<file path="config.mk">
export PLATFORM = sky130hd
export DESIGN_NAME = radix_integer_to_text_core_flat
export DESIGN_NICKNAME = d
export VERILOG_FILES = /design/src/rit_pkg.sv /design/src/rit_in_if.sv /design/src/rit_out_if.sv /design/src/rit_cfg.sv /design/src/rit_ctrl.sv /design/src/rit_dp.sv /design/src/radix_integer_to_text_core.sv /design/src/flat_wrapper.sv
export SDC_FILE = /design/constraint.sdc
export NUM_CORES = 1
export LEC_CHECK = 0
export BUFFER_PORTS_ARGS = -buffer_cell sky130_fd_sc_hd__buf_2
export CORE_ASPECT_RATIO = 0.7
export CORE_MARGIN = 8
export CORE_UTILIZATION = 31
export CTS_CLUSTER_DIAMETER = 30
export DETAILED_ROUTE_END_ITERATION = 10
export HOLD_SLACK_MARGIN = 0.05
export MAX_ROUTING_LAYER = met4
export SYNTH_ARGS = -nofsm -noshare
export SYNTH_HDL_FRONTEND = slang
export SYNTH_SLANG_ARGS = --single-unit
export TNS_END_PERCENT = 50
</file>
<file path="constraint.sdc">
create_clock -name clk_i -period 39.3 [get_ports clk_i]
set_input_delay 5.895 -clock clk_i [delete_from_list [all_inputs] [get_ports clk_i]]
set_output_delay 5.895 -clock clk_i [all_outputs]
set_load 0.1 [all_outputs]
</file>
<file path="src/rit_pkg.sv">
// Package for the radix integer-to-text block: widths, character codes,
// register indexes, the command and status structs, and the symbol lookup.
// Depends on nothing; every other file of the block imports it.
`timescale 1ns / 1ps

package rit_pkg;

  // Fixed widths of the payload and of the configuration port.
  localparam int unsigned VALUE_W    = 32;
  localparam int unsigned CHAR_W     = 8;
  localparam int unsigned COUNT_W    = 5;
  localparam int unsigned WORD_W     = 64;
  localparam int unsigned CFG_ADDR_W = 5;
  localparam int unsigned CFG_DATA_W = 64;
  localparam int unsigned REG_IDX_W  = 2;

  // Alphabet storage: sixteen byte symbols in two words.
  localparam int unsigned SYM_COUNT  = 16;
  localparam int unsigned SYM_IDX_W  = 4;

  // Quotient bits produced per clock by the digit divider.
  localparam int unsigned STEP_BITS  = 8;

  // Defaults for the top-level parameters.
  localparam int unsigned DEF_MAX_RADIX  = 16;
  localparam int unsigned DEF_VALUE_BITS = 32;

  // Character codes.
  localparam logic [CHAR_W-1:0] MINUS_CHAR = 8'h2D;
  localparam logic [CHAR_W-1:0] PLUS_CHAR  = 8'h2B;
  localparam logic [CHAR_W-1:0] NUL_CHAR   = 8'h00;

  // Register indexes, taken from paddr bits 4:3.
  localparam logic [REG_IDX_W-1:0] REG_DIGIT_COUNT   = 2'd0;
  localparam logic [REG_IDX_W-1:0] REG_ALPHABET_LOW  = 2'd1;
  localparam logic [REG_IDX_W-1:0] REG_ALPHABET_HIGH = 2'd2;

  localparam logic [COUNT_W-1:0] DIGIT_COUNT_RESET = 5'd2;

  // Configuration as seen by the datapath.
  typedef struct packed {
    logic [COUNT_W-1:0] digit_count;
    logic [WORD_W-1:0]  alphabet_low;
    logic [WORD_W-1:0]  alphabet_high;
  } cfg_t;

  // Commands from the controller to the datapath.
  typedef struct packed {
    logic load;
    logic divide;
    logic pop;
    logic show_sign;
  } ctrl_cmd_t;

  // Status from the datapath to the controller.
  typedef struct packed {
    logic alpha_ok;
    logic conv_done;
    logic negative;
    logic last_digit;
  } ctrl_status_t;

  // Byte of symbol idx from the two alphabet words.
  function automatic logic [CHAR_W-1:0] sym_at(input logic [WORD_W-1:0] lo,
                                               input logic [WORD_W-1:0] hi,
                                               input logic [SYM_IDX_W-1:0] idx);
    logic [WORD_W-1:0] word;
    word = idx[SYM_IDX_W-1] ? hi : lo;
    return word[{idx[SYM_IDX_W-2:0], 3'b000} +: CHAR_W];
  endfunction

endpackage

</file>
<file path="src/rit_in_if.sv">
// Input channel of the radix integer-to-text block: one signed value a beat.
// Uses the width constants of rit_pkg.
`timescale 1ns / 1ps

interface rit_in_if
  import rit_pkg::*;
();
  logic                      valid;
  logic                      ready;
  logic signed [VALUE_W-1:0] value;

  modport source (output valid, output value, input ready);
  modport sink   (input valid, input value, output ready);
endinterface

</file>
<file path="src/rit_out_if.sv">
// Output channel of the radix integer-to-text block: one character a beat.
// Uses the width constants of rit_pkg.
`timescale 1ns / 1ps

interface rit_out_if
  import rit_pkg::*;
();
  logic              valid;
  logic              ready;
  logic [CHAR_W-1:0] character;
  logic              last;

  modport source (output valid, output character, output last, input ready);
  modport sink   (input valid, input character, input last, output ready);
endinterface

</file>
<file path="src/rit_cfg.sv">
// APB-style register file: digit count and the two alphabet words.
// Depends on rit_pkg for widths, register indexes and the cfg_t struct.
`timescale 1ns / 1ps

module rit_cfg
  import rit_pkg::*;
(
  input  logic                  clk_i,
  input  logic                  rst_ni,
  input  logic                  psel,
  input  logic                  penable,
  input  logic                  pwrite,
  input  logic [CFG_ADDR_W-1:0] paddr,
  input  logic [CFG_DATA_W-1:0] pwdata,
  output logic [CFG_DATA_W-1:0] prdata,
  output logic                  pready,
  output cfg_t                  cfg_o
);

  logic [COUNT_W-1:0]   digit_count_q;
  logic [WORD_W-1:0]    alphabet_low_q;
  logic [WORD_W-1:0]    alphabet_high_q;
  logic [REG_IDX_W-1:0] reg_idx;
  logic                 wr_en;

  // Registers sit eight bytes apart.
  assign reg_idx = paddr[CFG_ADDR_W-1:3];
  assign wr_en   = psel & penable & pwrite;
  assign pready  = 1'b1;

  // Register writes in the access phase; an unmapped index is ignored.
  always_ff @(posedge clk_i or negedge rst_ni) begin
    if (!rst_ni) begin
      digit_count_q   <= DIGIT_COUNT_RESET;
      alphabet_low_q  <= '0;
      alphabet_high_q <= '0;
    end else if (wr_en) begin
      unique case (reg_idx)
        REG_DIGIT_COUNT:   digit_count_q   <= pwdata[COUNT_W-1:0];
        REG_ALPHABET_LOW:  alphabet_low_q  <= pwdata[WORD_W-1:0];
        REG_ALPHABET_HIGH: alphabet_high_q <= pwdata[WORD_W-1:0];
        default: ;
      endcase
    end
  end

  // Read-back decoder.
  always_comb begin
    unique case (reg_idx)
      REG_DIGIT_COUNT:   prdata = CFG_DATA_W'(digit_count_q);
      REG_ALPHABET_LOW:  prdata = alphabet_low_q;
      REG_ALPHABET_HIGH: prdata = alphabet_high_q;
      default:           prdata = '0;
    endcase
  end

  assign cfg_o.digit_count   = digit_count_q;
  assign cfg_o.alphabet_low  = alphabet_low_q;
  assign cfg_o.alphabet_high = alphabet_high_q;

endmodule

</file>
<file path="src/rit_ctrl.sv">
// Controller of the radix integer-to-text block: sequences load, alphabet
// check, digit division and character output. Depends on rit_pkg structs.
`timescale 1ns / 1ps

module rit_ctrl
  import rit_pkg::*;
(
  input  logic         clk_i,
  input  logic         rst_ni,
  input  logic         in_valid_i,
  output logic         in_ready_o,
  output logic         out_valid_o,
  input  logic         out_ready_i,
  input  ctrl_status_t status_i,
  output ctrl_cmd_t    cmd_o
);

  typedef enum logic [4:0] {
    ST_IDLE   = 5'b00001,
    ST_CHECK  = 5'b00010,
    ST_DIVIDE = 5'b00100,
    ST_SIGN   = 5'b01000,
    ST_EMIT   = 5'b10000
  } ctrl_state_e;

  ctrl_state_e state_q, state_d;

  // State register.
  always_ff @(posedge clk_i or negedge rst_ni) begin
    if (!rst_ni) begin
      state_q <= ST_IDLE;
    end else begin
      state_q <= state_d;
    end
  end

  // Next state and commands.
  always_comb begin
    state_d     = state_q;
    cmd_o       = '0;
    in_ready_o  = 1'b0;
    out_valid_o = 1'b0;
    unique case (state_q)
      ST_IDLE: begin
        in_ready_o = 1'b1;
        if (in_valid_i) begin
          cmd_o.load = 1'b1;
          state_d    = ST_CHECK;
        end
      end
      ST_CHECK: begin
        // An invalid alphabet drops the item without output.
        state_d = status_i.alpha_ok ? ST_DIVIDE : ST_IDLE;
      end
      ST_DIVIDE: begin
        cmd_o.divide = 1'b1;
        if (status_i.conv_done) begin
          state_d = status_i.negative ? ST_SIGN : ST_EMIT;
        end
      end
      ST_SIGN: begin
        out_valid_o     = 1'b1;
        cmd_o.show_sign = 1'b1;
        if (out_ready_i) begin
          state_d = ST_EMIT;
        end
      end
      ST_EMIT: begin
        out_valid_o = 1'b1;
        if (out_ready_i) begin
          cmd_o.pop = 1'b1;
          if (status_i.last_digit) begin
            state_d = ST_IDLE;
          end
        end
      end
      default: state_d = ST_IDLE;
    endcase
  end

endmodule

</file>
<file path="src/rit_dp.sv">
// Datapath of the radix integer-to-text block: magnitude, digit divider,
// digit stack, alphabet check and character select. Depends on rit_pkg.
`timescale 1ns / 1ps

module rit_dp
  import rit_pkg::*;
#(
  parameter int unsigned MAX_RADIX  = DEF_MAX_RADIX,
  parameter int unsigned VALUE_BITS = DEF_VALUE_BITS
) (
  input  logic                      clk_i,
  input  logic                      rst_ni,
  input  cfg_t                      cfg_i,
  input  logic signed [VALUE_W-1:0] value_i,
  input  ctrl_cmd_t                 cmd_i,
  output ctrl_status_t              status_o,
  output logic [CHAR_W-1:0]         character_o,
  output logic                      last_o
);

  localparam int unsigned DIGIT_W  = (MAX_RADIX > 2) ? $clog2(MAX_RADIX) : 1;
  localparam int unsigned DEPTH    = VALUE_BITS;
  localparam int unsigned IDX_W    = $clog2(DEPTH);
  localparam int unsigned HELD_W   = $clog2(DEPTH + 1);
  localparam int unsigned STEPS    = (VALUE_BITS + STEP_BITS - 1) / STEP_BITS;
  localparam int unsigned PAD_W    = STEPS * STEP_BITS;
  localparam int unsigned STEP_W   = (STEPS > 1) ? $clog2(STEPS) : 1;
  localparam int unsigned CMP_W    = COUNT_W + 1;

  logic [PAD_W-1:0]     work_q, work_d;
  logic [DIGIT_W-1:0]   rem_q;
  logic [STEP_W-1:0]    step_q;
  logic [HELD_W-1:0]    held_q;
  logic                 neg_q;
  logic [DIGIT_W-1:0]   stack_q [DEPTH];

  logic [VALUE_BITS-1:0] v_in;
  logic [VALUE_BITS-1:0] mag;
  logic [CMP_W-1:0]      rem_v;
  logic [CMP_W-1:0]      trial;
  logic [STEP_BITS-1:0]  qbits;
  logic                  last_step;
  logic [HELD_W-1:0]     rd_ptr;
  logic [DIGIT_W-1:0]    rd_digit;
  logic                  alpha_ok;
  logic [CHAR_W-1:0]     sym_i;

  // Sign and magnitude of the low VALUE_BITS bits; the most negative value
  // wraps to its own magnitude.
  assign v_in = value_i[VALUE_BITS-1:0];
  assign mag  = v_in[VALUE_BITS-1] ? (~v_in + 1'b1) : v_in;

  // One divider step: STEP_BITS bits of restoring long division by the radix.
  always_comb begin
    rem_v = CMP_W'(rem_q);
    qbits = '0;
    trial = '0;
    for (int k = 0; k < STEP_BITS; k++) begin
      trial = {rem_v[CMP_W-2:0], work_q[PAD_W-1-k]};
      if (trial >= CMP_W'(cfg_i.digit_count)) begin
        qbits[STEP_BITS-1-k] = 1'b1;
        rem_v = trial - CMP_W'(cfg_i.digit_count);
      end else begin
        rem_v = trial;
      end
    end
    work_d = (work_q << STEP_BITS) | PAD_W'(qbits);
  end

  assign last_step = (step_q == STEP_W'(STEPS - 1));

  // Working registers and digit count.
  always_ff @(posedge clk_i or negedge rst_ni) begin
    if (!rst_ni) begin
      work_q <= '0;
      rem_q  <= '0;
      step_q <= '0;
      held_q <= '0;
      neg_q  <= 1'b0;
    end else if (cmd_i.load) begin
      work_q <= PAD_W'(mag);
      rem_q  <= '0;
      step_q <= '0;
      held_q <= '0;
      neg_q  <= v_in[VALUE_BITS-1];
    end else if (cmd_i.divide) begin
      work_q <= work_d;
      if (last_step) begin
        rem_q  <= '0;
        step_q <= '0;
        held_q <= held_q + 1'b1;
      end else begin
        rem_q  <= rem_v[DIGIT_W-1:0];
        step_q <= step_q + 1'b1;
      end
    end else if (cmd_i.pop) begin
      held_q <= held_q - 1'b1;
    end
  end

  // Digit stack, least significant digit first; no reset needed.
  always_ff @(posedge clk_i) begin
    if (cmd_i.divide && last_step) begin
      stack_q[held_q[IDX_W-1:0]] <= rem_v[DIGIT_W-1:0];
    end
  end

  assign rd_ptr   = held_q - 1'b1;
  assign rd_digit = stack_q[rd_ptr[IDX_W-1:0]];

  // Alphabet check: radix range, forbidden bytes and repeats among the
  // symbols in use.
  always_comb begin
    alpha_ok = (cfg_i.digit_count >= COUNT_W'(2)) &&
               (cfg_i.digit_count <= COUNT_W'(MAX_RADIX));
    sym_i    = '0;
    for (int i = 0; i < MAX_RADIX; i++) begin
      sym_i = sym_at(cfg_i.alphabet_low, cfg_i.alphabet_high, SYM_IDX_W'(i));
      if (COUNT_W'(i) < cfg_i.digit_count) begin
        if (sym_i == NUL_CHAR || sym_i == MINUS_CHAR || sym_i == PLUS_CHAR) begin
          alpha_ok = 1'b0;
        end
        for (int j = i + 1; j < MAX_RADIX; j++) begin
          if ((COUNT_W'(j) < cfg_i.digit_count) &&
              (sym_at(cfg_i.alphabet_low, cfg_i.alphabet_high, SYM_IDX_W'(j)) == sym_i)) begin
            alpha_ok = 1'b0;
          end
        end
      end
    end
  end

  // Status back to the controller.
  assign status_o.alpha_ok   = alpha_ok;
  assign status_o.conv_done  = last_step && (work_d == '0);
  assign status_o.negative   = neg_q;
  assign status_o.last_digit = (held_q == HELD_W'(1));

  // Character select: minus sign, else the symbol of the top digit.
  assign character_o = cmd_i.show_sign ? MINUS_CHAR :
                       sym_at(cfg_i.alphabet_low, cfg_i.alphabet_high,
                              SYM_IDX_W'(rd_digit));
  assign last_o      = !cmd_i.show_sign && status_o.last_digit;

endmodule

</file>
<file path="src/radix_integer_to_text_core.sv">
// Top level of the radix integer-to-text block: register file, controller
// and datapath. Depends on rit_pkg, rit_in_if, rit_out_if and the submodules.
`timescale 1ns / 1ps

// The block takes one signed value a beat and returns its text, one character
// a beat, most significant digit first, with last set on the final character;
// a negative value starts with a minus sign. The radix is digit_count and the
// symbols come from the alphabet registers; with an invalid alphabet the value
// is consumed and gives no output. Only one value is in work at a time: after
// the input beat the alphabet is checked, then the divider finds each digit,
// retiring eight quotient bits a clock, and then each character is sent when
// the sink is ready.
module radix_integer_to_text_core
  import rit_pkg::*;
#(
  parameter int unsigned MAX_RADIX  = DEF_MAX_RADIX,
  parameter int unsigned VALUE_BITS = DEF_VALUE_BITS
) (
  input  logic                  clk_i,
  input  logic                  rst_ni,
  rit_in_if.sink                in_i,
  rit_out_if.source             out_o,
  input  logic                  psel,
  input  logic                  penable,
  input  logic                  pwrite,
  input  logic [CFG_ADDR_W-1:0] paddr,
  input  logic [CFG_DATA_W-1:0] pwdata,
  output logic [CFG_DATA_W-1:0] prdata,
  output logic                  pready
);

  cfg_t         cfg;
  ctrl_cmd_t    cmd;
  ctrl_status_t status;

  // Configuration registers.
  rit_cfg u_cfg (
    .clk_i   (clk_i),
    .rst_ni  (rst_ni),
    .psel    (psel),
    .penable (penable),
    .pwrite  (pwrite),
    .paddr   (paddr),
    .pwdata  (pwdata),
    .prdata  (prdata),
    .pready  (pready),
    .cfg_o   (cfg)
  );

  // Sequencer.
  rit_ctrl u_ctrl (
    .clk_i       (clk_i),
    .rst_ni      (rst_ni),
    .in_valid_i  (in_i.valid),
    .in_ready_o  (in_i.ready),
    .out_valid_o (out_o.valid),
    .out_ready_i (out_o.ready),
    .status_i    (status),
    .cmd_o       (cmd)
  );

  // Conversion datapath.
  rit_dp #(
    .MAX_RADIX  (MAX_RADIX),
    .VALUE_BITS (VALUE_BITS)
  ) u_dp (
    .clk_i       (clk_i),
    .rst_ni      (rst_ni),
    .cfg_i       (cfg),
    .value_i     (in_i.value),
    .cmd_i       (cmd),
    .status_o    (status),
    .character_o (out_o.character),
    .last_o      (out_o.last)
  );

endmodule
</file>
<file path="src/flat_wrapper.sv">
// flat-port wrapper written by rule: the top's interface ports become plain ports
module radix_integer_to_text_core_flat import rit_pkg::*;
#(
  parameter int unsigned MAX_RADIX  = DEF_MAX_RADIX,
  parameter int unsigned VALUE_BITS = DEF_VALUE_BITS
)
  (clk_i, rst_ni, psel, penable, pwrite, paddr, pwdata, prdata, pready, in_i_valid, in_i_value, in_i_ready, out_o_valid, out_o_character, out_o_last, out_o_ready);
  rit_in_if in_i_i ();
  rit_out_if out_o_i ();
  input  logic clk_i;
  input  logic rst_ni;
  input  logic psel;
  input  logic penable;
  input  logic pwrite;
  input  logic [CFG_ADDR_W-1:0] paddr;
  input  logic [CFG_DATA_W-1:0] pwdata;
  output logic [CFG_DATA_W-1:0] prdata;
  output logic pready;
  input wire logic [$bits(in_i_i.valid)-1:0] in_i_valid;
  input wire logic [$bits(in_i_i.value)-1:0] in_i_value;
  output wire logic [$bits(in_i_i.ready)-1:0] in_i_ready;
  output wire logic [$bits(out_o_i.valid)-1:0] out_o_valid;
  output wire logic [$bits(out_o_i.character)-1:0] out_o_character;
  output wire logic [$bits(out_o_i.last)-1:0] out_o_last;
  input wire logic [$bits(out_o_i.ready)-1:0] out_o_ready;
  assign in_i_i.valid = in_i_valid;
  assign in_i_i.value = in_i_value;
  assign in_i_ready = in_i_i.ready;
  assign out_o_valid = out_o_i.valid;
  assign out_o_character = out_o_i.character;
  assign out_o_last = out_o_i.last;
  assign out_o_i.ready = out_o_ready;
  radix_integer_to_text_core #(.MAX_RADIX(MAX_RADIX), .VALUE_BITS(VALUE_BITS)) u_core (.clk_i(clk_i), .rst_ni(rst_ni), .in_i(in_i_i), .out_o(out_o_i), .psel(psel), .penable(penable), .pwrite(pwrite), .paddr(paddr), .pwdata(pwdata), .prdata(prdata), .pready(pready));
endmodule
</file>
# Yosys cells after proc, flatten, opt, wreduce, memory -nomap -nowiden
# Memory sizes are Yosys's and may differ from the RTL's.
# Cells that the tools add are included.
dict set report op_classes {
  shift 1
  bitwise 4
  n_reduce_logical 183
  add_sub_neg 12
  n_eq_ne 167
  n_lt_le_gt_ge 26
  mux 202
}
# cell count
set op_table {}
lappend op_table {{$eq A8 B8 Y1} 120}
lappend op_table {{$eq A8 B6 Y1 const B} 32}
lappend op_table {{$pmux W64 S3} 1}
lappend op_table {{$mux W1} 170}
lappend op_table {{$logic_not A8 Y1} 16}
lappend op_table {{$logic_and A1 B1 Y1} 124}
lappend op_table {{$mux W32} 3}
lappend op_table {{$mux W5} 13}
lappend op_table {{$mux W64} 1}
lappend op_table {{$shiftx A64 B7 Y8} 1}
lappend op_table {{$ge A6 B5 Y1} 7}
lappend op_table {{$lt A4 B5 Y1 const A} 8}
lappend op_table {{$sub A5 B5 Y5} 7}
lappend op_table {{$add A32 B1 Y32 const B} 1}
lappend op_table {{$logic_not A32 Y1} 1}
lappend op_table {{$logic_or A1 B1 Y1} 32}
lappend op_table {{$not A32 Y32} 1}
lappend op_table {{$or A32 B8 Y32} 1}
lappend op_table {{$pmux W5 S5} 1}
lappend op_table {{$mux W6} 4}
lappend op_table {{$lt A3 B5 Y1 const A} 4}
lappend op_table {{$mux W4} 4}
lappend op_table {{$lt A1 B5 Y1 const A} 2}
lappend op_table {{$lt A2 B5 Y1 const A} 2}
lappend op_table {{29 further kinds} 39}
dict set report totals {
  input_bits 108
  ramBits 128
  memories 1
  output_inout_bits 76
  register_bits 183
}
# name words width rd rd_ports_with_merged_regs write_ports line
set memory_table {}
lappend memory_table {u_core.u_dp.stack_q 32 4 1 0 1 rit_dp.sv:35} ;# logic [DIGIT_W-1:0] stack_q [DEPTH];

# Logic depth before layout (Yosys ltp)
# Gate-level depths: netlist of run 1.
dict set report depth {
  ltp_word 157
  depth_mapped 74
  depth_no_buf 69
}

# Hierarchy
# Synthesis of run 1 repeated with hierarchy kept, for this count alone.
dict set report unflattened {
  cells_unflattened 3155
  hier_area_um2 30122.6
}
# module area_each_um2 cells_each seq_area_each_um2 instances
set modules_own_cells {}
lappend modules_own_cells {rit_dp 23806.6 2739 4969.8 1}
lappend modules_own_cells {rit_cfg 5953.2 378 3329.4 1}
lappend modules_own_cells {rit_ctrl 362.8 38 126.4 1}

# Worst setup path after synthesis of run 1
# OpenSTA, ideal clock, no wires.
dict set report synth_timing {
  path_kind {reg-to-reg}
  startpoint {register u_core.u_cfg.digit_count_q[1]}
  endpoint {memory u_core.u_dp.stack_q[0][0] (netlist bit), data pin}
  setup_time_ps 392
  period_less_slack_ps 14616
  arrival_time_ps 14224
  slack_ps 24684
  path_stages_with_launch 67
  n_path_buf 3
  cell_sequence {dfstp_2 > inv_1 > ha_1 > nand2b_1 > a211oi_2 > nor2_1 > a311oi_1 > inv_1 > ha_1 > and4_1 > a221oi_1 > a21boi_2 > and4_1 > buf_6 > mux2_2 > ha_1 > a41o_1 > o22ai_1 > (+31 left out) > ha_1 > nand2_1 > nand2_1 > a21oi_1 > nor2b_1 > o21ai_0 > nand2b_1 > a211oi_4 > mux2_2 > inv_1 > ha_1 > nand2_1 > a21boi_0 > o21ai_0 > nand2b_1 > a21oi_1 > o2111a_4 > mux2i_1}
}
dict set report synth_via {
  elab_chain_cells 16
  word_cells_on_any_way 23
  classes_between {7 x add/sub; 8 x order compare; 8 x mux}
}
# element line
set synth_rtl {}
lappend synth_rtl {{from (decl)} rit_cfg.sv:20} ;# logic [COUNT_W-1:0] digit_count_q;
lappend synth_rtl {{from (signal assigned)} rit_cfg.sv:39} ;# REG_DIGIT_COUNT: digit_count_q <= pwdata[COUNT_W-1:0];
lappend synth_rtl {{$sub A5 B5 Y5 or $ge A5 B5 Y1 (tied branches)} {rit_dp.sv:62, rit_dp.sv:60}}
lappend synth_rtl {{$mux W5} rit_dp.sv:60} ;# if (trial >= CMP_W'(cfg_i.digit_count)) begin
lappend synth_rtl {{$sub A5 B5 Y5 or $ge A6 B5 Y1 (tied branches)} {rit_dp.sv:62, rit_dp.sv:60}}
lappend synth_rtl {{$mux W5} rit_dp.sv:60}
lappend synth_rtl {{$sub A5 B5 Y5 or $ge A6 B5 Y1 (tied branches)} {rit_dp.sv:62, rit_dp.sv:60}}
lappend synth_rtl {{$mux W5} rit_dp.sv:60}
lappend synth_rtl {{$sub A5 B5 Y5 or $ge A6 B5 Y1 (tied branches)} {rit_dp.sv:62, rit_dp.sv:60}}
lappend synth_rtl {{$mux W5} rit_dp.sv:60}
lappend synth_rtl {{$ge A6 B5 Y1 or $sub A5 B5 Y5 (tied branches)} {rit_dp.sv:60, rit_dp.sv:62}}
lappend synth_rtl {{$mux W5} rit_dp.sv:60}
lappend synth_rtl {{$sub A5 B5 Y5 or $ge A6 B5 Y1 (tied branches)} {rit_dp.sv:62, rit_dp.sv:60}}
lappend synth_rtl {{$mux W5} rit_dp.sv:60}
lappend synth_rtl {{$sub A5 B5 Y5 or $ge A6 B5 Y1 (tied branches)} {rit_dp.sv:62, rit_dp.sv:60}}
lappend synth_rtl {{$mux W5} rit_dp.sv:60}
lappend synth_rtl {{$ge A6 B5 Y1 (*)} rit_dp.sv:60}
lappend synth_rtl {{$mux W4 (*)} rit_dp.sv:60}
lappend synth_rtl {{named net u_core.u_dp.rem_v[0]} rit_dp.sv:39} ;# logic [CMP_W-1:0] rem_v;
lappend synth_rtl {{to (decl)} rit_dp.sv:35}
# Mark *: on every way through the listed nets, which the timed path passes. The rest lies on a longest branch.

# Worst setup path in the final report of run 1
dict set report layout_timing {
  startpoint {register u_core.u_cfg.digit_count_q[2]}
  endpoint {memory u_core.u_dp.stack_q[14][0] (netlist bit), data pin}
}
dict set report layout_via {
  elab_chain_cells 16
  word_cells_on_any_way 23
  classes_between {7 x add/sub; 8 x order compare; 8 x mux}
}
# element line
set layout_rtl {}
lappend layout_rtl {{$sub A5 B5 Y5 or $ge A5 B5 Y1 (tied branches)} {rit_dp.sv:62, rit_dp.sv:60}}
lappend layout_rtl {{$mux W5} rit_dp.sv:60}
lappend layout_rtl {{$sub A5 B5 Y5 or $ge A6 B5 Y1 (tied branches)} {rit_dp.sv:62, rit_dp.sv:60}}
lappend layout_rtl {{$mux W5} rit_dp.sv:60}
lappend layout_rtl {{$sub A5 B5 Y5 or $ge A6 B5 Y1 (tied branches)} {rit_dp.sv:62, rit_dp.sv:60}}
lappend layout_rtl {{$mux W5} rit_dp.sv:60}
lappend layout_rtl {{$ge A6 B5 Y1 or $sub A5 B5 Y5 (tied branches)} {rit_dp.sv:60, rit_dp.sv:62}}
lappend layout_rtl {{$mux W5} rit_dp.sv:60}
lappend layout_rtl {{$sub A5 B5 Y5 or $ge A6 B5 Y1 (tied branches)} {rit_dp.sv:62, rit_dp.sv:60}}
lappend layout_rtl {{$mux W5} rit_dp.sv:60}
lappend layout_rtl {{$sub A5 B5 Y5 or $ge A6 B5 Y1 (tied branches)} {rit_dp.sv:62, rit_dp.sv:60}}
lappend layout_rtl {{$mux W5} rit_dp.sv:60}
lappend layout_rtl {{$sub A5 B5 Y5 or $ge A6 B5 Y1 (tied branches)} {rit_dp.sv:62, rit_dp.sv:60}}
lappend layout_rtl {{$mux W5} rit_dp.sv:60}
lappend layout_rtl {{$ge A6 B5 Y1 (*)} rit_dp.sv:60}
lappend layout_rtl {{$mux W4 (*)} rit_dp.sv:60}
lappend layout_rtl {{named net u_core.u_dp.rem_v[0]} rit_dp.sv:39}
# Marked as above.

==> results of run 1 <==
==> flip-flops by register name, indices dropped and copies added (netlist names) <==
| register | count |
|---|---|
| u_core.u_cfg.alphabet_high_q | 64 |
| u_core.u_cfg.alphabet_low_q | 64 |
| u_core.u_cfg.digit_count_q | 5 |
| u_core.u_ctrl.state_q | 5 |
| u_core.u_dp.held_q | 6 |
| u_core.u_dp.neg_q | 1 |
| u_core.u_dp.rem_q | 4 |
| u_core.u_dp.stack_q | 128 |
| u_core.u_dp.step_q | 2 |
| u_core.u_dp.work_q | 32 |
==> per-layer routing <==
layer | GRT usage | up-vias | share of wire
met5 | - | - | 0
met4 | 0.08737 | 0 | 0.044
met3 | 0.09725 | 386 | 0.15
met2 | 0.3124 | 2014 | 0.39
met1 | 0.3170 | 13088 | 0.41
li1 | - | 11208 | -
==> metrics by stage <==
| stage | cells | worst slack [ns] | hold slack (ns) |
|---|---|---|---|
| detailed placement | 4367 | 23.23 | 0.4809 |
| finish | 4487 | 23.02 | 0.4918 |
| global route | 4487 | 21.81 | 0.5379 |
| global placement | 4367 | 23.41 | 0.4623 |
| CTS | 4477 | 23.15 | 0.4936 |
| floorplan | 3120 | 24.68 | 0.4458 |
==> cell type report <==
class / count / area [um2]
diodes: 10 / 25.02
clock buffers: 66 / 1521
clock inverters: 44 / 535.5
fillers: 9479 / 60120
inverters: 41 / 153.9
multi-input cells: 2422 / 19710
flip-flops and latches: 311 / 8427
well taps: 1248 / 1562
repair buffers: 345 / 2151
==> worst min path at each step <==
stage / from / endpoint / slack [ns] / cells past startpoint
2_1_floorplan: u_core.u_dp.neg_q / u_core.u_dp.neg_q / 0.45 / 2
3_3_place_gp: u_core.u_dp.neg_q / u_core.u_dp.neg_q / 0.46 / 2
3_5_place_dp: u_core.u_dp.neg_q / u_core.u_dp.neg_q / 0.48 / 2
4_1_cts: u_core.u_dp.neg_q / u_core.u_dp.neg_q / 0.49 / 2
5_1_grt: u_core.u_dp.work_q[25] / u_core.u_dp.work_q[25] / 0.54 / 2
6_report: u_core.u_dp.neg_q / u_core.u_dp.neg_q / 0.49 / 2
==> synth_stat cells (43+ instances only) <==
cell,instances
mux2i_1,55
nor2_1,84
nor4_1,125
edfxtp_1,128
nor3_1,68
a21oi_1,63
o21ai_0,100
buf_1,162
ha_1,47
xor2_1,452
nand4_1,150
xnor2_1,577
mux2_2,152
nand3_1,43
dfrtp_1,181
clkbuf_1,173
nand2_1,92
a22o_1,65
==> critical path: cells and delay by family, from the launching register on <==
kind / cells / cell delay, ns
flip-flops: 1 / 0.59
AND/OR/NAND/NOR: 13 / 1.64
multiplexers: 8 / 2.72
adder cells (fa/ha/maj): 8 / 2.73
buffers and inverters: 6 / 1.09
AO/OA/AOI/OAI: 30 / 7.21
==> cell families after synthesis <==
family,share of synthesized area
xor gates and xnor gates,0.3052
and+or+nand+nor,0.1200
adders and majority gates,0.02568
DFF,0.2853
buffers and inverters,0.05017
other,0.0001270
muxes,0.1097
AOI/OAI and AO/OA,0.1039
==> summary.log, run 1 <==
qor: detailed_routing.detail-route-antenna-nets 0
qor: setup_path.crit-reg2reg-capture u_core.u_dp.stack_q[14][0]
qor: timing.clock.fmax 61.42 MHz
qor: hold_path.hold_class flip-flop to flip-flop
qor: floorplan.placement_rows 94
qor: synthesis.postSynthCellCount 3120
qor: setup_path.cp-end-kind flip-flop
qor: setup_path.crit_path_top_delay_cell dfrtp_1
qor: timing.worst_slew_margin_rel 0.1262
qor: clock_tree.post_cts_hold_buffer_count 0
qor: floorplan.design.core.area 94210 um2
qor: setup_path.reg2regPathDepth 65
qor: setup_path.crit_path_frequent_cell ha_1
qor: clock_tree.post_cts_resized 0
qor: floorplan.io_pins 184
qor: cells_and_area.final_core_utilization 0.3618
qor: synthesis.synth_sequential_area_ratio 0.2853
qor: clock_tree.worstSkewPairLatency 0.64 ns
qor: floorplan.die_w 384.9 um
qor: cells_and_area.area_growth_syn_to_fin 15.43%
qor: detailed_routing.num_vias 26696
qor: clock_tree.tritoncts yes
qor: placed_design.dpl-instance-area 32000 um2
qor: synthesis.synth_enable_flop_cells 128
qor: grt.grt_max_degree 66
qor: floorplan.total_die_area 105500 um2
qor: setup_path.crit_path_start u_core.u_cfg.digit_count_q[2]
qor: detailed_routing.drt_first_pass_iters 6
qor: timing.final.period_utilization 0.4143
qor: placed_design.place_hpwl 83210 um
qor: timing.fin_worst_skew 0.02062 ns
qor: setup_path.cpPeakStageDelay 0.59 ns
qor: timing.finalCriticalPeriod 16.28 ns
qor: synthesis.post_synth.cell_area_avg 9.464 um2
qor: floorplan.die-height 274.2 um
qor: clock_tree.cts_inserted_buffers 58
qor: detailed_routing.wl_per_cell 28.20 um
qor: placed_design.gp_routability_congestion 1.046
qor: timing.max_slew.worst_pin.slew 1.302 ns
qor: synthesis.synth.top_cell.area_share 0.1711
qor: setup_path.critPathCapture u_core.u_dp.stack_q[14][0]
qor: synthesis.yosys-top-cells-area xnor2_1 17%, dfrtp_1 15%, xor2_1 13%
qor: cells_and_area.final_layout_size_suffix_gt1_frac 0.2115
qor: synthesis.ys_warn_count 0
qor: detailed_routing.initialDrtViolationCount 4308
qor: run_status.status complete, no violations
qor: synthesis.synth_cell_types 81
qor: grt.gr-total-overflow 0
qor: synthesis.ys_dominant_reg_cell dfrtp_1
qor: synthesis.syn-num-nets 3283
qor: grt.global_route_wire_length_before_repair 181200 um
qor: detailed_routing.totalWireLength 126500 um
qor: setup_path.timing.setup.critical_path_class flip-flop to flip-flop
qor: timing.final.setup.tns 0 ns
qor: synthesis.ys_async_sr_fraction 0.5884
qor: synthesis.synth-seq-cells 311
qor: setup_path.worstPathRequired 39.70 ns
qor: grt.grtUsageTotal 0.2359
qor: synthesis.synth_top_area_cell xnor2_1
qor: setup_path.critical_path_arrival 16.68 ns
qor: cells_and_area.highest_count_cells_in_the_layout_ignoring_fill_and_taps 577 x xnor2_1, 452 x xor2_1, 180 x dfrtp_1, 178 x buf_2, 166 x buf_4
qor: placed_design.portBuffers 179
qor: cells_and_area.nets 3342
qor: detailed_routing.drc 0
qor: setup_path.start_kind flip-flop
qor: grt.grt_antenna_before_repair 11
qor: timing.finalSetupViolations 0
qor: timing.rsz_0062_raised_after_global_routing false
qor: grt.vias_in_the_first_global_route 25254
qor: setup_path.reg2reg_slack 23.02 ns
qor: floorplan.initial_core_utilization 0.3134
qor: detailed_routing.vias_per_cell 5.950
qor: timing.hold_viol 0
qor: clock_tree.post_cts_buffers 0
qor: synthesis.netlist_area 29530 um2
qor: clock_tree.ctsRootBufferMaster clkbuf_16
qor: cells_and_area.fin_area 34090 um2
qor: cells_and_area.layout_commonest_cell xnor2_1
qor: clock_tree.clkSlewWorstSetupHoldPaths 0.05 ns
qor: clock_tree.clkSinkCount 311
qor: timing.drv_slew 0
qor: clock_tree.ctsHtreeMaxLevel 2
qor: setup_path.critPathMaxFanout 32
qor: run.maxCapViolCount 0
qor: clock_tree.clock_path_buffers 3
qor: setup_path.r2r_start u_core.u_cfg.digit_count_q[2]
Power of run 1 is not shown: default switching activity piles up to over one toggle a cycle in this logic, so the estimate is an artifact.
==> inputs of run 2 (changes only) <==
==> constraint.sdc (replaced) <==
create_clock -name clk_i -period 16.5 [get_ports clk_i]
set_input_delay 2.475 -clock clk_i [delete_from_list [all_inputs] [get_ports clk_i]]
set_output_delay 2.475 -clock clk_i [all_outputs]
set_load 0.1 [all_outputs]
==> summary.log, run 2 (same netlist as run 1, synthesis figures left out) <==
qor: timing.rsz_0062_raised_after_global_routing false
qor: timing.clock.fmax 64.75 MHz [+5.4%]
qor: setup_path.start_kind flip-flop
qor: grt.grtUsageTotal 0.2362 [+0.0003031]
qor: timing.final.period_utilization 0.9360 [+0.5217]
qor: setup_path.r2r_start u_core.u_cfg.digit_count_q[1]
qor: detailed_routing.wl_per_cell 28.15 um [-0.17%]
qor: timing.max_slew.worst_pin.slew 1.217 ns [-0.08453 ns]
qor: hold_path.hold_depth 2 [unchanged]
qor: setup_path.critPathMaxFanout 33 [+3.1%]
qor: detailed_routing.initialDrtViolationCount 3980 [-7.6%]
qor: setup_path.reg2reg_slack 1.06 ns [-21.96 ns]
qor: floorplan.io_pins 184 [unchanged]
qor: placed_design.gp_routability_congestion 1.035 [-1.1%]
qor: floorplan.placement_rows 94 [unchanged]
qor: floorplan.design.core.area 94210 um2 [unchanged]
qor: run.maxCapViolCount 0 [unchanged]
qor: grt.grt_antenna_before_repair 8 [-3]
qor: detailed_routing.wirelength_met1 51750 um [-0.97%]
qor: detailed_routing.num_vias 26882 [+0.70%]
qor: floorplan.die-height 274.2 um [unchanged]
qor: placed_design.place_hpwl 83050 um [-0.20%]
qor: detailed_routing.top_routing_layer_in_use met4
qor: detailed_routing.drt_first_pass_iters 6 [unchanged]
qor: clock_tree.worstSkewPairLatency 0.63 ns [about the same]
qor: clock_tree.clkSlewWorstSetupHoldPaths 0.05 ns [about the same]
qor: setup_path.cpPeakStageDelay 0.77 ns [+0.18 ns]
qor: detailed_routing.wl_met3 18970 um [-0.32%]
qor: clock_tree.ctsHtreeMaxLevel 3 [+1]
qor: detailed_routing.vias_per_cell 5.976 [+0.45%]
qor: cells_and_area.highest_count_cells_in_the_layout_ignoring_fill_and_taps 577 x xnor2_1, 452 x xor2_1, 180 x dfrtp_1, 178 x buf_2, 167 x buf_4
qor: timing.final.setup.tns 0 ns [unchanged]
qor: detailed_routing.drc 0 [unchanged]
qor: setup_path.cp-end-kind flip-flop
qor: grt.global_route_wire_length_before_repair 181300 um [about the same]
qor: setup_path.crit_path_top_delay_cell dfstp_4
qor: cells_and_area.final_layout_size_suffix_gt1_frac 0.2130 [+0.001508]
qor: timing.finalSetupViolations 0 [unchanged]
qor: floorplan.initial_core_utilization 0.3134 [unchanged]
qor: floorplan.total_die_area 105500 um2 [unchanged]
qor: timing.worst_slew_margin_rel 0.1799 [+0.05366]
qor: cells_and_area.area_growth_syn_to_fin 16.10%
qor: setup_path.crit-reg2reg-capture u_core.u_dp.rem_q[2]
qor: hold_path.hold_class flip-flop to flip-flop
qor: cells_and_area.largest_reg_flops 128 [unchanged]
qor: timing.drv_slew 0 [unchanged]
qor: detailed_routing.totalWireLength 126600 um [about the same]
qor: cells_and_area.layout_commonest_cell xnor2_1
qor: placed_design.portBuffers 179 [unchanged]
qor: clock_tree.clock_path_buffers 3 [unchanged]
qor: cells_and_area.num-fill-cells 9379 [-1.1%]
qor: detailed_routing.detail-route-antenna-nets 0 [unchanged]
qor: timing.finalCriticalPeriod 15.44 ns [-0.8387 ns]
qor: grt.vias_in_the_first_global_route 25084 [-0.67%]
qor: setup_path.timing.setup.critical_path_class flip-flop to flip-flop
qor: timing.fin_worst_skew 0.03618 ns [+0.01556 ns]
qor: detailed_routing.wl_met2 49280 um [-0.67%]
qor: clock_tree.post_cts_hold_buffer_count 0 [unchanged]
qor: setup_path.crit_path_frequent_cell ha_1
qor: run_status.status complete, no violations
qor: clock_tree.clkSinkCount 311 [unchanged]
qor: cells_and_area.nets 3351 [+0.27%]
qor: timing.hold_viol 0 [unchanged]
qor: cells_and_area.stdcell_count 4498 [+0.25%]
qor: setup_path.reg2regPathDepth 66 [+1.5%]
qor: setup_path.critical_path_arrival 15.95 ns [-0.73 ns]
qor: hold_path.worst_hold_path.endpoint u_core.u_dp.work_q[28]
qor: grt.gr-total-overflow 0 [unchanged]
qor: clock_tree.cts_inserted_buffers 66 [+14%]
qor: setup_path.worstPathRequired 17.01 ns [-22.69 ns]
qor: floorplan.die_w 384.9 um [unchanged]
qor: placed_design.placed_cells 4368 [+0.023%]
qor: clock_tree.tritoncts yes
qor: clock_tree.ctsRootBufferMaster clkbuf_16
qor: grt.grt_max_degree 67 [+1.5%]
qor: hold_path.hold_startpoint u_core.u_dp.work_q[28]
-- run 2: routing by layer --
metal	track usage	vias up
met5	-	-
met4	0.09974	0
met3	0.09792	498
met2	0.3111	2051
met1	0.3136	13090
li1	-	11243
-- run 2: repair_timing --
action	CTS	global route
setup buffers	0	0
setup endpoints to repair	0	133
resized for setup	0	2
-- run 2: through the flow --
| stage | instance area [um2] | setup slack [ns] | hold slack [ns] | util |
|---|---|---|---|---|
| 6_report | 34280 | 1.056 | 0.5040 | 0.3639 |
| 5_1_grt | 34280 | 0.1193 | 0.5259 | 0.3638 |
| 4_1_cts | 34250 | 0.8456 | 0.5090 | 0.3636 |
| 3_5_place_dp | 32010 | 0.8699 | 0.4979 | 0.3398 |
| 3_3_place_gp | 32010 | 1.047 | 0.4838 | 0.3398 |
| 2_1_floorplan | 29530 | 1.884 | 0.4458 | - |
-- run 2: worst max path at each step --
stage	end	start	depth (start not counted)	slack [ns]
floorplan	u_core.u_dp.stack_q[0][0]	u_core.u_cfg.digit_count_q[1]	66	1.88
global placement	u_core.u_dp.rem_q[2]	u_core.u_cfg.digit_count_q[1]	67	1.05
detailed placement	u_core.u_dp.rem_q[2]	u_core.u_cfg.digit_count_q[1]	67	0.87
CTS	u_core.u_dp.rem_q[0]	u_core.u_cfg.digit_count_q[1]	68	0.85
global route	u_core.u_dp.rem_q[0]	u_core.u_cfg.digit_count_q[1]	67	0.12
finish	u_core.u_dp.rem_q[2]	u_core.u_cfg.digit_count_q[1]	66	1.06
-- run 2: layout make-up --
cell class / count / area [um2] / share of cell area
clock inverter: 42 / 496.7 / 0.01449
antenna: 11 / 27.53 / 0.0008029
tap: 1248 / 1562 / 0.04555
inverter: 41 / 153.9 / 0.004489
multi-input combinational: 2422 / 19710 / 0.5750
timing repair buffer: 346 / 2158 / 0.06296
clock buffer: 77 / 1743 / 0.05084
sequential: 311 / 8431 / 0.2459
-- run 2: critical path, delay by kind of cell (launching register included) --
family | cells | cell delay [ns]
adder cells (fa/ha/maj) | 8 | 2.56
AND/OR/NAND/NOR | 13 | 1.67
flip-flops | 1 | 0.77
AO/OA/AOI/OAI | 32 | 7.22
buffers and inverters | 6 | 0.73
multiplexers | 7 | 2.38
Power of run 2 is left out for the same reason.
